**config.mk**
```make
export PLATFORM = sky130hd
export DESIGN_NAME = ocv_soc_interpolator
export DESIGN_NICKNAME = d
export VERILOG_FILES = /design/src/hdl/ocv_pkg.sv /design/src/hdl/ocv_ram.sv /design/src/hdl/ocv_soc_interpolator.sv
export SDC_FILE = /design/constraint.sdc
export NUM_CORES = 2
export LEC_CHECK = 0
export ABC_AREA = 1
export BUFFER_PORTS_ARGS = -buffer_cell sky130_fd_sc_hd__buf_2
export CAP_MARGIN = 10
export CELL_PAD_IN_SITES_DETAIL_PLACEMENT = 1
export CELL_PAD_IN_SITES_GLOBAL_PLACEMENT = 2
export CORE_UTILIZATION = 43
export CTS_CLUSTER_SIZE = 10
export DETAILED_ROUTE_END_ITERATION = 8
export GPL_ROUTABILITY_DRIVEN = 0
export HOLD_SLACK_MARGIN = 0.06
export PLACE_DENSITY = 0.87
export SLEW_MARGIN = 30
export SYNTH_ARGS = -nofsm -noshare
export SYNTH_HDL_FRONTEND = slang
export SYNTH_SLANG_ARGS = --single-unit
```
**constraint.sdc**
```tcl
create_clock -name clock -period 8 [get_ports clock]
set_input_delay 0.4 -clock clock [delete_from_list [all_inputs] [get_ports clock]]
set_output_delay 0.4 -clock clock [all_outputs]
set_load 0.02 [all_outputs]
```
**src/hdl/ocv_pkg.sv**
```systemverilog
// Shared constants for the OCV state-of-charge interpolator.
// Command codes, register indexes and fixed field widths; no dependencies.
package ocv_pkg;

   // Widths of the fixed fields of the request, result and register port
   localparam int ENTRY_INDEX_BITS = 7;
   localparam int SOC_BITS         = 10;
   localparam int CSR_DATA_BITS    = 16;
   localparam int CSR_INDEX_BITS   = 1;

   // Command field codes
   localparam logic CMD_WRITE    = 1'b0;
   localparam logic CMD_ESTIMATE = 1'b1;

   // Register indexes
   localparam logic [CSR_INDEX_BITS-1:0] CSR_INVALID_LOW  = 1'b0;
   localparam logic [CSR_INDEX_BITS-1:0] CSR_INVALID_HIGH = 1'b1;

   // Result scaling
   localparam int TENTHS_PER_PERCENT = 10;
   localparam int SOC_MAX            = 1000;

endpackage

```
**src/hdl/ocv_ram.sv**
```systemverilog
// Generic simple dual-port RAM: one write port, one read port, registered read.
// Stand-alone; no package needed.
module ocv_ram #(
   parameter int WIDTH = 16,
   parameter int DEPTH = 101
) (
   input  logic                     clock,
   input  logic                     wr_en,
   input  logic [$clog2(DEPTH)-1:0] wr_addr,
   input  logic [WIDTH-1:0]         wr_data,
   input  logic [$clog2(DEPTH)-1:0] rd_addr,
   output logic [WIDTH-1:0]         rd_data
);

   logic [WIDTH-1:0] mem_ff [DEPTH];
   logic [WIDTH-1:0] rd_data_ff;

   always_ff @(posedge clock) begin
      if (wr_en) begin
         mem_ff[wr_addr] <= wr_data;
      end
      rd_data_ff <= mem_ff[rd_addr];
   end

   assign rd_data = rd_data_ff;

endmodule

```
**src/hdl/ocv_soc_interpolator.sv**
```systemverilog
// Top level of the OCV state-of-charge interpolator.
// Depends on ocv_pkg (constants) and ocv_ram (curve storage).

// The block keeps an open-circuit-voltage curve, one voltage per percent point, in a
// RAM of CURVE_POINTS entries; a stored zero means no data. A write beat (command 0)
// stores one entry and gives no result; an index beyond the curve is dropped. An
// estimate beat (command 1) reads the whole curve from the top entry down, one RAM
// read per cycle, then decides the ends, the invalid window, an exact match or a flat
// area; only a true interpolation goes on to one multiply and a restoring divider
// that retires one quotient bit a cycle. The next request beat can be taken at the
// earliest in the same cycle as the result is raised. The curve scan through the
// single RAM read port and the bit-serial divider set how long an estimate takes.
// One estimate is in work at a time; the next beat is taken while a finished result
// still waits in the output register. After reset a clearing pass writes zero to
// every entry, one per cycle, and no request beat is taken meanwhile; register
// writes are taken at any time but belong to idle periods.
module ocv_soc_interpolator #(
   parameter int CURVE_POINTS = 101,
   parameter int VOLTAGE_BITS = 16
) (
   input  logic                                  clock,
   input  logic                                  reset,
   // request channel
   input  logic                                  req_valid,
   output logic                                  req_ready,
   input  logic                                  req_command,
   input  logic [ocv_pkg::ENTRY_INDEX_BITS-1:0]  req_entry_index,
   input  logic [VOLTAGE_BITS-1:0]               req_entry_voltage,
   input  logic [VOLTAGE_BITS-1:0]               req_cell_voltage,
   // result channel
   output logic                                  rsp_valid,
   input  logic                                  rsp_ready,
   output logic [ocv_pkg::SOC_BITS-1:0]          rsp_soc_tenths,
   output logic                                  rsp_soc_valid,
   // register write port
   input  logic                                  csr_wr_en,
   input  logic [ocv_pkg::CSR_INDEX_BITS-1:0]    csr_index,
   input  logic [ocv_pkg::CSR_DATA_BITS-1:0]     csr_wdata
);

   localparam int VB   = VOLTAGE_BITS;
   localparam int AW   = $clog2(CURVE_POINTS);
   localparam int TOP  = CURVE_POINTS - 1;
   localparam int IW   = (AW > ocv_pkg::ENTRY_INDEX_BITS) ? AW : ocv_pkg::ENTRY_INDEX_BITS;
   localparam int XW   = (VB > ocv_pkg::CSR_DATA_BITS) ? VB : ocv_pkg::CSR_DATA_BITS;
   localparam int PW   = AW + VB;      // |hi-lo| * (v-Vlo)
   localparam int NW   = PW + 5;       // dividend: 20 * product +- span
   localparam int DW   = VB + 1;       // divisor: twice the span
   localparam int CNTW = $clog2(NW + 1);
   localparam int RW   = NW + 2;       // signed result before saturation
   localparam int SW   = ocv_pkg::SOC_BITS;
   localparam int TOP_X10 = TOP * ocv_pkg::TENTHS_PER_PERCENT;
   localparam logic [SW-1:0] TOP_TENTHS =
      SW'((TOP_X10 > ocv_pkg::SOC_MAX) ? ocv_pkg::SOC_MAX : TOP_X10);
   localparam logic [AW-1:0] TOP_ADDR = AW'(TOP);

   typedef enum logic [8:0] {
      ST_CLEAR  = 9'b000000001,
      ST_IDLE   = 9'b000000010,
      ST_SCAN   = 9'b000000100,
      ST_DECIDE = 9'b000001000,
      ST_MULT   = 9'b000010000,
      ST_PREP   = 9'b000100000,
      ST_DIV    = 9'b001000000,
      ST_CALC   = 9'b010000000,
      ST_FIN    = 9'b100000000
   } state_type;

   // control registers
   state_type         state_ff, state_in;
   logic [AW-1:0]     clr_addr_ff, clr_addr_in;
   logic [VB-1:0]     inv_low_ff, inv_low_in;
   logic [VB-1:0]     inv_high_ff, inv_high_in;
   logic              rsp_valid_ff, rsp_valid_in;
   logic              scan_run_ff, scan_run_in;
   logic              rd_vld_ff, rd_vld_in;

   // datapath registers
   logic [AW-1:0]     scan_addr_ff, scan_addr_in;
   logic [AW-1:0]     rd_idx_ff, rd_idx_in;
   logic [VB-1:0]     v_ff, v_in;
   logic [VB-1:0]     v0_ff, v0_in;
   logic [VB-1:0]     vtop_ff, vtop_in;
   logic              lo_found_ff, lo_found_in;
   logic              hi_found_ff, hi_found_in;
   logic [AW-1:0]     lo_ff, lo_in;
   logic [AW-1:0]     hi_ff, hi_in;
   logic [VB-1:0]     vlo_ff, vlo_in;
   logic [VB-1:0]     vhi_ff, vhi_in;
   logic              match_ff, match_in;
   logic [AW-1:0]     match_idx_ff, match_idx_in;
   logic              seek_ff, seek_in;
   logic              flat_ff, flat_in;
   logic              s_neg_ff, s_neg_in;
   logic [VB-1:0]     d_ff, d_in;
   logic [PW-1:0]     prod_ff, prod_in;
   logic              neg_ff, neg_in;
   logic [NW-1:0]     num_ff, num_in;
   logic [DW-1:0]     rem_ff, rem_in;
   logic [CNTW-1:0]   cnt_ff, cnt_in;
   logic [SW-1:0]     res_tenths_ff, res_tenths_in;
   logic              res_ok_ff, res_ok_in;
   logic [SW-1:0]     rsp_tenths_ff, rsp_tenths_in;
   logic              rsp_ok_ff, rsp_ok_in;

   // RAM port signals
   logic              ram_we;
   logic [AW-1:0]     ram_wr_addr;
   logic [VB-1:0]     ram_wr_data;
   logic [VB-1:0]     ram_rd_data;

   // helpers
   logic              req_fire;
   logic              idx_in_range;
   logic [IW-1:0]     idx_wide;
   logic [XW-1:0]     csr_wide;
   logic              in_window;
   logic              e_filled;
   logic [AW+3:0]     match_x10;
   logic [AW-1:0]     abs_s;
   logic [VB-1:0]     w_diff;
   logic [NW-1:0]     m20;
   logic [NW-1:0]     d_wide;
   logic [DW:0]       rem_shift;
   logic [DW:0]       div_sub;
   logic signed [RW-1:0] lo10_s;
   logic signed [RW-1:0] t_s;
   logic signed [RW-1:0] r_s;
   logic [RW-1:0]     q_up;

   ocv_ram #(
      .WIDTH (VB),
      .DEPTH (CURVE_POINTS)
   ) u_curve_ram (
      .clock   (clock),
      .wr_en   (ram_we),
      .wr_addr (ram_wr_addr),
      .wr_data (ram_wr_data),
      .rd_addr (scan_addr_ff),
      .rd_data (ram_rd_data)
   );

   assign req_ready = (state_ff == ST_IDLE);
   assign req_fire  = req_valid && req_ready;

   // Write index check in 32 bits so that a curve of 2**AW points still compares right
   assign idx_in_range = (32'(req_entry_index) < 32'(CURVE_POINTS));
   assign idx_wide     = IW'(req_entry_index);
   assign csr_wide     = XW'(csr_wdata);

   // RAM write: clearing pass, or a write beat taken from the request channel
   always_comb begin
      ram_we      = 1'b0;
      ram_wr_addr = idx_wide[AW-1:0];
      ram_wr_data = req_entry_voltage;
      if (state_ff == ST_CLEAR) begin
         ram_we      = 1'b1;
         ram_wr_addr = clr_addr_ff;
         ram_wr_data = '0;
      end else if (req_fire && req_command == ocv_pkg::CMD_WRITE && idx_in_range) begin
         ram_we = 1'b1;
      end
   end

   assign in_window = (inv_low_ff != inv_high_ff) && (v_ff >= inv_low_ff) &&
                      (v_ff <= inv_high_ff);
   assign e_filled  = (ram_rd_data != '0);
   assign match_x10 = (AW+4)'({match_idx_ff, 3'b000}) + (AW+4)'({match_idx_ff, 1'b0});

   // multiply operands: signed index span split into magnitude and sign
   assign abs_s  = s_neg_in ? (lo_ff - hi_ff) : (hi_ff - lo_ff);
   assign w_diff = v_ff - vlo_ff;

   // 20 * product, built from shifts
   assign m20    = NW'({prod_ff, 4'b0000}) + NW'({prod_ff, 2'b00});
   assign d_wide = NW'(d_ff);

   // one restoring divider step against twice the span
   assign rem_shift = {rem_ff, num_ff[NW-1]};
   assign div_sub   = rem_shift - {1'b0, d_ff, 1'b0};

   // floor correction for a negative dividend, then add 10 * lo
   assign q_up   = RW'(num_ff) + RW'(rem_ff != '0);
   assign t_s    = neg_ff ? -$signed(q_up) : $signed(RW'(num_ff));
   assign lo10_s = $signed(RW'({lo_ff, 3'b000})) + $signed(RW'({lo_ff, 1'b0}));
   assign r_s    = lo10_s + t_s;

   always_comb begin
      state_in      = state_ff;
      clr_addr_in   = clr_addr_ff;
      inv_low_in    = inv_low_ff;
      inv_high_in   = inv_high_ff;
      rsp_valid_in  = rsp_valid_ff;
      scan_run_in   = scan_run_ff;
      rd_vld_in     = 1'b0;
      scan_addr_in  = scan_addr_ff;
      rd_idx_in     = scan_addr_ff;
      v_in          = v_ff;
      v0_in         = v0_ff;
      vtop_in       = vtop_ff;
      lo_found_in   = lo_found_ff;
      hi_found_in   = hi_found_ff;
      lo_in         = lo_ff;
      hi_in         = hi_ff;
      vlo_in        = vlo_ff;
      vhi_in        = vhi_ff;
      match_in      = match_ff;
      match_idx_in  = match_idx_ff;
      seek_in       = seek_ff;
      flat_in       = flat_ff;
      s_neg_in      = s_neg_ff;
      d_in          = d_ff;
      prod_in       = prod_ff;
      neg_in        = neg_ff;
      num_in        = num_ff;
      rem_in        = rem_ff;
      cnt_in        = cnt_ff;
      res_tenths_in = res_tenths_ff;
      res_ok_in     = res_ok_ff;
      rsp_tenths_in = rsp_tenths_ff;
      rsp_ok_in     = rsp_ok_ff;

      // register writes are taken in every state
      if (csr_wr_en) begin
         case (csr_index)
            ocv_pkg::CSR_INVALID_LOW:  inv_low_in  = csr_wide[VB-1:0];
            ocv_pkg::CSR_INVALID_HIGH: inv_high_in = csr_wide[VB-1:0];
            default: ;
         endcase
      end

      // drop the result once the consumer takes it
      if (rsp_valid_ff && rsp_ready) begin
         rsp_valid_in = 1'b0;
      end

      case (state_ff)
         ST_CLEAR: begin
            clr_addr_in = clr_addr_ff + 1'b1;
            if (clr_addr_ff == TOP_ADDR) begin
               state_in = ST_IDLE;
            end
         end

         ST_IDLE: begin
            if (req_fire && req_command == ocv_pkg::CMD_ESTIMATE) begin
               v_in         = req_cell_voltage;
               scan_addr_in = TOP_ADDR;
               scan_run_in  = 1'b1;
               lo_found_in  = 1'b0;
               hi_found_in  = 1'b0;
               match_in     = 1'b0;
               seek_in      = 1'b0;
               flat_in      = 1'b0;
               state_in     = ST_SCAN;
            end
         end

         ST_SCAN: begin
            // issue one read a cycle, top entry first
            if (scan_run_ff) begin
               rd_vld_in = 1'b1;
               if (scan_addr_ff == '0) begin
                  scan_run_in = 1'b0;
               end else begin
                  scan_addr_in = scan_addr_ff - 1'b1;
               end
            end
            // fold the entry that arrives this cycle into the running search
            if (rd_vld_ff) begin
               if (rd_idx_ff == TOP_ADDR) begin
                  vtop_in = ram_rd_data;
               end
               if (rd_idx_ff == '0) begin
                  v0_in    = ram_rd_data;
                  state_in = ST_DECIDE;
               end
               if (e_filled && v_ff < ram_rd_data) begin
                  hi_found_in = 1'b1;
                  hi_in       = rd_idx_ff;
                  vhi_in      = ram_rd_data;
               end
               if (!lo_found_ff && e_filled && ram_rd_data < v_ff) begin
                  lo_found_in = 1'b1;
                  lo_in       = rd_idx_ff;
                  vlo_in      = ram_rd_data;
               end
               if (seek_ff && e_filled) begin
                  // nearest filled entry below the match: same voltage means flat area
                  flat_in = (ram_rd_data == v_ff);
                  seek_in = 1'b0;
               end else if (!match_ff && ram_rd_data == v_ff) begin
                  match_in     = 1'b1;
                  match_idx_in = rd_idx_ff;
                  seek_in      = 1'b1;
               end
            end
         end

         ST_DECIDE: begin
            res_tenths_in = '0;
            res_ok_in     = 1'b1;
            state_in      = ST_FIN;
            if (in_window) begin
               res_ok_in = 1'b0;
            end else if (v_ff <= v0_ff) begin
               res_ok_in = 1'b1;
            end else if (v_ff >= vtop_ff) begin
               res_tenths_in = TOP_TENTHS;
            end else if (match_ff) begin
               if (flat_ff) begin
                  res_ok_in = 1'b0;
               end else if (32'(match_x10) > 32'(ocv_pkg::SOC_MAX)) begin
                  res_tenths_in = SW'(ocv_pkg::SOC_MAX);
               end else begin
                  res_tenths_in = SW'(match_x10);
               end
            end else if (!lo_found_ff || !hi_found_ff) begin
               res_ok_in = 1'b0;
            end else begin
               state_in = ST_MULT;
            end
         end

         ST_MULT: begin
            s_neg_in = (hi_ff < lo_ff);
            d_in     = vhi_ff - vlo_ff;
            prod_in  = PW'(abs_s) * PW'(w_diff);
            state_in = ST_PREP;
         end

         ST_PREP: begin
            // magnitude and sign of 20*(hi-lo)*(v-Vlo) + span
            if (!s_neg_ff) begin
               num_in = m20 + d_wide;
               neg_in = 1'b0;
            end else if (m20 > d_wide) begin
               num_in = m20 - d_wide;
               neg_in = 1'b1;
            end else begin
               num_in = d_wide - m20;
               neg_in = 1'b0;
            end
            rem_in   = '0;
            cnt_in   = '0;
            state_in = ST_DIV;
         end

         ST_DIV: begin
            if (!div_sub[DW]) begin
               rem_in = div_sub[DW-1:0];
               num_in = {num_ff[NW-2:0], 1'b1};
            end else begin
               rem_in = rem_shift[DW-1:0];
               num_in = {num_ff[NW-2:0], 1'b0};
            end
            cnt_in = cnt_ff + 1'b1;
            if (cnt_ff == CNTW'(NW - 1)) begin
               state_in = ST_CALC;
            end
         end

         ST_CALC: begin
            res_ok_in = 1'b1;
            if (r_s < 0) begin
               res_tenths_in = '0;
            end else if (r_s > $signed(RW'(ocv_pkg::SOC_MAX))) begin
               res_tenths_in = SW'(ocv_pkg::SOC_MAX);
            end else begin
               res_tenths_in = SW'(r_s);
            end
            state_in = ST_FIN;
         end

         ST_FIN: begin
            // hold until the output register is free
            if (!rsp_valid_ff || rsp_ready) begin
               rsp_valid_in  = 1'b1;
               rsp_tenths_in = res_ok_ff ? res_tenths_ff : '0;
               rsp_ok_in     = res_ok_ff;
               state_in      = ST_IDLE;
            end
         end

         default: begin
            state_in = ST_IDLE;
         end
      endcase
   end

   always_ff @(posedge clock) begin
      if (reset) begin
         state_ff     <= ST_CLEAR;
         clr_addr_ff  <= '0;
         inv_low_ff   <= '0;
         inv_high_ff  <= '0;
         rsp_valid_ff <= 1'b0;
         scan_run_ff  <= 1'b0;
         rd_vld_ff    <= 1'b0;
      end else begin
         state_ff     <= state_in;
         clr_addr_ff  <= clr_addr_in;
         inv_low_ff   <= inv_low_in;
         inv_high_ff  <= inv_high_in;
         rsp_valid_ff <= rsp_valid_in;
         scan_run_ff  <= scan_run_in;
         rd_vld_ff    <= rd_vld_in;
      end
   end

   always_ff @(posedge clock) begin
      scan_addr_ff  <= scan_addr_in;
      rd_idx_ff     <= rd_idx_in;
      v_ff          <= v_in;
      v0_ff         <= v0_in;
      vtop_ff       <= vtop_in;
      lo_found_ff   <= lo_found_in;
      hi_found_ff   <= hi_found_in;
      lo_ff         <= lo_in;
      hi_ff         <= hi_in;
      vlo_ff        <= vlo_in;
      vhi_ff        <= vhi_in;
      match_ff      <= match_in;
      match_idx_ff  <= match_idx_in;
      seek_ff       <= seek_in;
      flat_ff       <= flat_in;
      s_neg_ff      <= s_neg_in;
      d_ff          <= d_in;
      prod_ff       <= prod_in;
      neg_ff        <= neg_in;
      num_ff        <= num_in;
      rem_ff        <= rem_in;
      cnt_ff        <= cnt_in;
      res_tenths_ff <= res_tenths_in;
      res_ok_ff     <= res_ok_in;
      rsp_tenths_ff <= rsp_tenths_in;
      rsp_ok_ff     <= rsp_ok_in;
   end

   assign rsp_valid      = rsp_valid_ff;
   assign rsp_soc_tenths = rsp_tenths_ff;
   assign rsp_soc_valid  = rsp_ok_ff;

`ifndef ASSERT_OFF
   // a new result appears only out of the finish state
   a_rsp_from_fin: assert property (@(posedge clock) disable iff (reset)
      $rose(rsp_valid_ff) |-> $past(state_ff == ST_FIN))
      else $error("result raised outside finish state");

   // an invalid result carries zero tenths
   a_invalid_zero: assert property (@(posedge clock) disable iff (reset)
      rsp_valid_ff && !rsp_ok_ff |-> rsp_tenths_ff == '0)
      else $error("invalid result with nonzero tenths");

   // saturation keeps every result within 0..1000 tenths
   a_sat_range: assert property (@(posedge clock) disable iff (reset)
      rsp_valid_ff |-> 32'(rsp_tenths_ff) <= 32'(ocv_pkg::SOC_MAX))
      else $error("result beyond full charge");

   // the curve must not change under a running scan
   a_no_write_in_scan: assert property (@(posedge clock) disable iff (reset)
      state_ff == ST_SCAN |-> !ram_we)
      else $error("curve write during scan");
`endif

endmodule
```
==> run_results.csv <==
group,metric,value,unit
worst_setup_path,crit_fanout,14,
clock_tree,cts_tree,"yes",
worst_setup_path,reg2reg_from,"state_ff[3]",
status,outcome,"finished clean",
power,p_per_area,256,mW/mm^2
yosys,synth_most_common_cell,"edfxtp_1",
sta,rsz0062_at_grt,"false",
worst_setup_path,worstSetupStartpoint,"state_ff[3]",
yosys,synth_top_area_frac,0.614,
power,p_leak,36.6,nW
yosys,ys_top_cells_by_area,"edfxtp_1 61%, o21ai_0 6.0%, nor2_1 5.7%, ha_1 4.2%, nand2_1 3.8%",
yosys,synth_mux_area_frac,0,
finish,drive_above_1_share,0.0773,
global_routing,grt_max_degree,149,
yosys,yosysWarnings,0,
global_routing,grt_pass1_vias,69400,
worst_setup_path,reg2reg_to,"prod_ff[22]",
floorplan,core_area,0.207,mm^2
sta,clock_skew,0.0853,ns
run,max_cap_viol_count,0,
placement,pre_cts_slack,0.936,ns
sta,post-route-period-util,0.878,
finish,filler_cell_count,21900,
yosys,synth_nets,8650,
yosys,seq_area_frac_synth,0.631,
clock_tree,clk-insertion-delay-late,0.88,ns
yosys,synth_fa_ha_area_frac,0.0594,
finish,area_delta_synth_final,12.0,%
global_routing,overflow,0,
floorplan,rows,167,
detailed_routing,routed_via_density,5.92,
sta,slew_viol_final,0,
clock_tree,clock-sinks,1916,
yosys,synth_edf_count,1841,
detailed_routing,firstDrtPassIters,5,
global_routing,grt_first_pass_wirelength,440000,um
worst_setup_path,r2r_slack,0.98,ns
clock_tree,clk_pin_slew,0.06,ns
sta,final-hold-violation-count,0,
yosys,synthCells,8209,
detailed_routing,ant_nets,0,
yosys,synth_xor_area_frac,0.0162,
clock_tree,htree_num_levels,4,
worst_setup_path,max_stage_delay,0.53,ns
sta,relSlewSlack,0.230,
worst_setup_path,crit_slowest_cell,"fa_1",
clock_tree,cts_buffers,215,
placement,dpl.hpwl,188000,um
floorplan,start_util,0.434,
yosys,synth_ff_type,"edfxtp_1",
min_path,hold_start,"req_entry_voltage[1]",
sta,max_freq,0.142,GHz
sta,tightestPinTransition,1.14,ns
yosys,ys_ff_latch,1916,
clock_tree,cts_root_buffer,"clkbuf_16",
floorplan,die_h,460,um
worst_setup_path,crit_path_start_kind,"flop",
floorplan,die_area,0.211,mm^2
sta,timing.setup.tns,0,ns
worst_setup_path,cpMostUsedCell,"nand2_1",
yosys,synth_area,0.0900,mm^2
floorplan,die_w,460,um
detailed_routing,vias,66300,
clock_tree,postCtsResizedCells,0,
worst_setup_path,r2r_cells,36,
detailed_routing,wl,296000,um
min_path,min_path_cells,3,
global_routing,grt_usage,0.277,
yosys,ys_types,69,
sta,layout_min_cycle_time,7.02,ns
detailed_routing,avgRoutedWirePerCell,26.4,um
worst_setup_path,critPathCaptureType,"flop",
min_path,hold_end,"u_curve_ram.mem_ff[19][1]",
clock_tree,clock_path_buffers,3,
yosys,syn_avg_cell_area,11.0,um^2
yosys,synth-compound-area-share,0.127,
yosys,synth_common_cells,"1841 x edfxtp_1, 1377 x nor2_1, 1074 x o21ai_0",
power,peakVddDrop,0.000201,V
yosys,synthSimpleGateAreaFrac,0.123,
sta,setup_viol,0,
finish,fin_nets,8768,
yosys,yosysTopAreaCell,"edfxtp_1",
worst_setup_path,path_class,"reg2reg",
sta,worst_slack,0.979,ns
worst_setup_path,crit_arrival,7.59,ns
yosys,synth-async-reset-ratio,0,
placement,io_buffers,74,
detailed_routing,drc,0,
detailed_routing,drt-initial-drc-count,6464,
floorplan,io_pins,75,
min_path,hold_class,"in2reg",
worst_setup_path,cp.required,8.57,ns
global_routing,antenna_found_initial,5,
yosys,synth_top_family_by_area,"compound AO/OA/AOI/OAI gates",
[power breakdown]
group          leakage [nW]  internal, mW  total [mW]  switching (mW)
logic                  16.2         0.932        4.51            3.57
clock network          2.95          4.97        8.90            3.93
registers              17.4          12.3        12.4           0.103
[kinds of logic after synthesis]
| logic type | count (synthesis) |
|---|---|
| compound gates | 1998 |
| xor+xnor | 163 |
| fa+ha+maj | 379 |
| buf+inv | 1033 |
| flops | 1916 |
| simple gates | 2720 |
[stage by stage]
stage | util | cells | power [mW] | hold slack [ns] | instance area (um^2)
after floorplan | - | 8209 | 14.9 | 0.343 | 90000
after global placement | 0.453 | 10800 | 16.7 | 0.356 | 94000
after detailed placement | 0.454 | 10900 | 17.0 | 0.364 | 94200
after CTS | 0.486 | 11200 | 25.9 | 0.104 | 101000
after global routing | 0.486 | 11200 | 26.5 | 0.138 | 101000
final | 0.486 | 11200 | 25.8 | 0.119 | 101000
[worst max path at each step]
stage             endpoint  slack [ns]  cells past startpoint
2_1_floorplan  prod_ff[22]        1.70                     34
3_3_place_gp   prod_ff[22]        1.12                     31
3_5_place_dp   prod_ff[22]        0.94                     36
4_1_cts        prod_ff[22]        0.94                     36
5_1_grt        prod_ff[21]        0.38                     31
6_report       prod_ff[22]        0.98                     36
[cells in the final DEF (no fill, tap or decap), drive strengths merged, types with 4 or more instances in the layout]
cell         count
a211oi          11
o32ai            7
a31oi           38
nor4            24
xnor2           38
nor3            35
or2             14
edfxtp        1841
inv            604
clkbuf         271
dlygate4sd3     47
o211ai          45
o311ai           9
a21boi           4
buf            276
a221oi           4
o21bai           9
ha             299
nand4           52
fa              80
dfxtp           75
nand2          935
o22ai          294
a21o            11
a21oi          273
a32o             5
o21a            10
o21ai         1105
xor2           125
o221ai         158
clkinv          29
nand3          254
nor2          1395
[sequential cells by signal, summed over array words and instances, names as in the netlist, 16 cells and up]
signal / count
u_curve_ram.mem_ff: 1616
num_ff: 28
prod_ff: 23
rem_ff: 17
d_ff: 16
inv_high_ff: 16
inv_low_ff: 16
u_curve_ram.rd_data: 16
v0_ff: 16
v_ff: 16
vhi_ff: 16
vlo_ff: 16
vtop_ff: 16
[final cells by class]
class	count	area, um^2	area share
sequential	1916	56800	0.563
clock inverter	24	427	0.00423
tap	2788	3490	0.0346
inverter	611	2320	0.0230
antenna	2	5.00	0.0000496
timing repair buffer	323	2670	0.0265
clock buffer	271	5690	0.0564
multi-input combinational	5260	29500	0.292
[routing by layer]
metal  global-route usage  wire length (um)  vias up
met3               0.0329             17400      625
met5                    0                27        -
li1                     -                 -    29400
met1                0.349            118000    33800
met2                0.471            145000     2450
met4                0.136             15100        4
[what timing repair did]
item | CTS | global route
endpoints found under the setup margin | 0 | 0
setup buffers | 0 | 0
hold buffers | 47 | 0
hold endpoints to repair | 130 | 0
[worst max-delay path, delay by kind of cell, from the launching register on]
family	cells	cell delay, ns
AND/OR/NAND/NOR	19	2.68
adder cells (fa/ha/maj)	5	2.08
buffers and inverters	7	0.96
AO/OA/AOI/OAI	4	0.54
flip-flops	1	0.34
XOR/XNOR	1	0.13
Power figures use the tool's default switching activity.
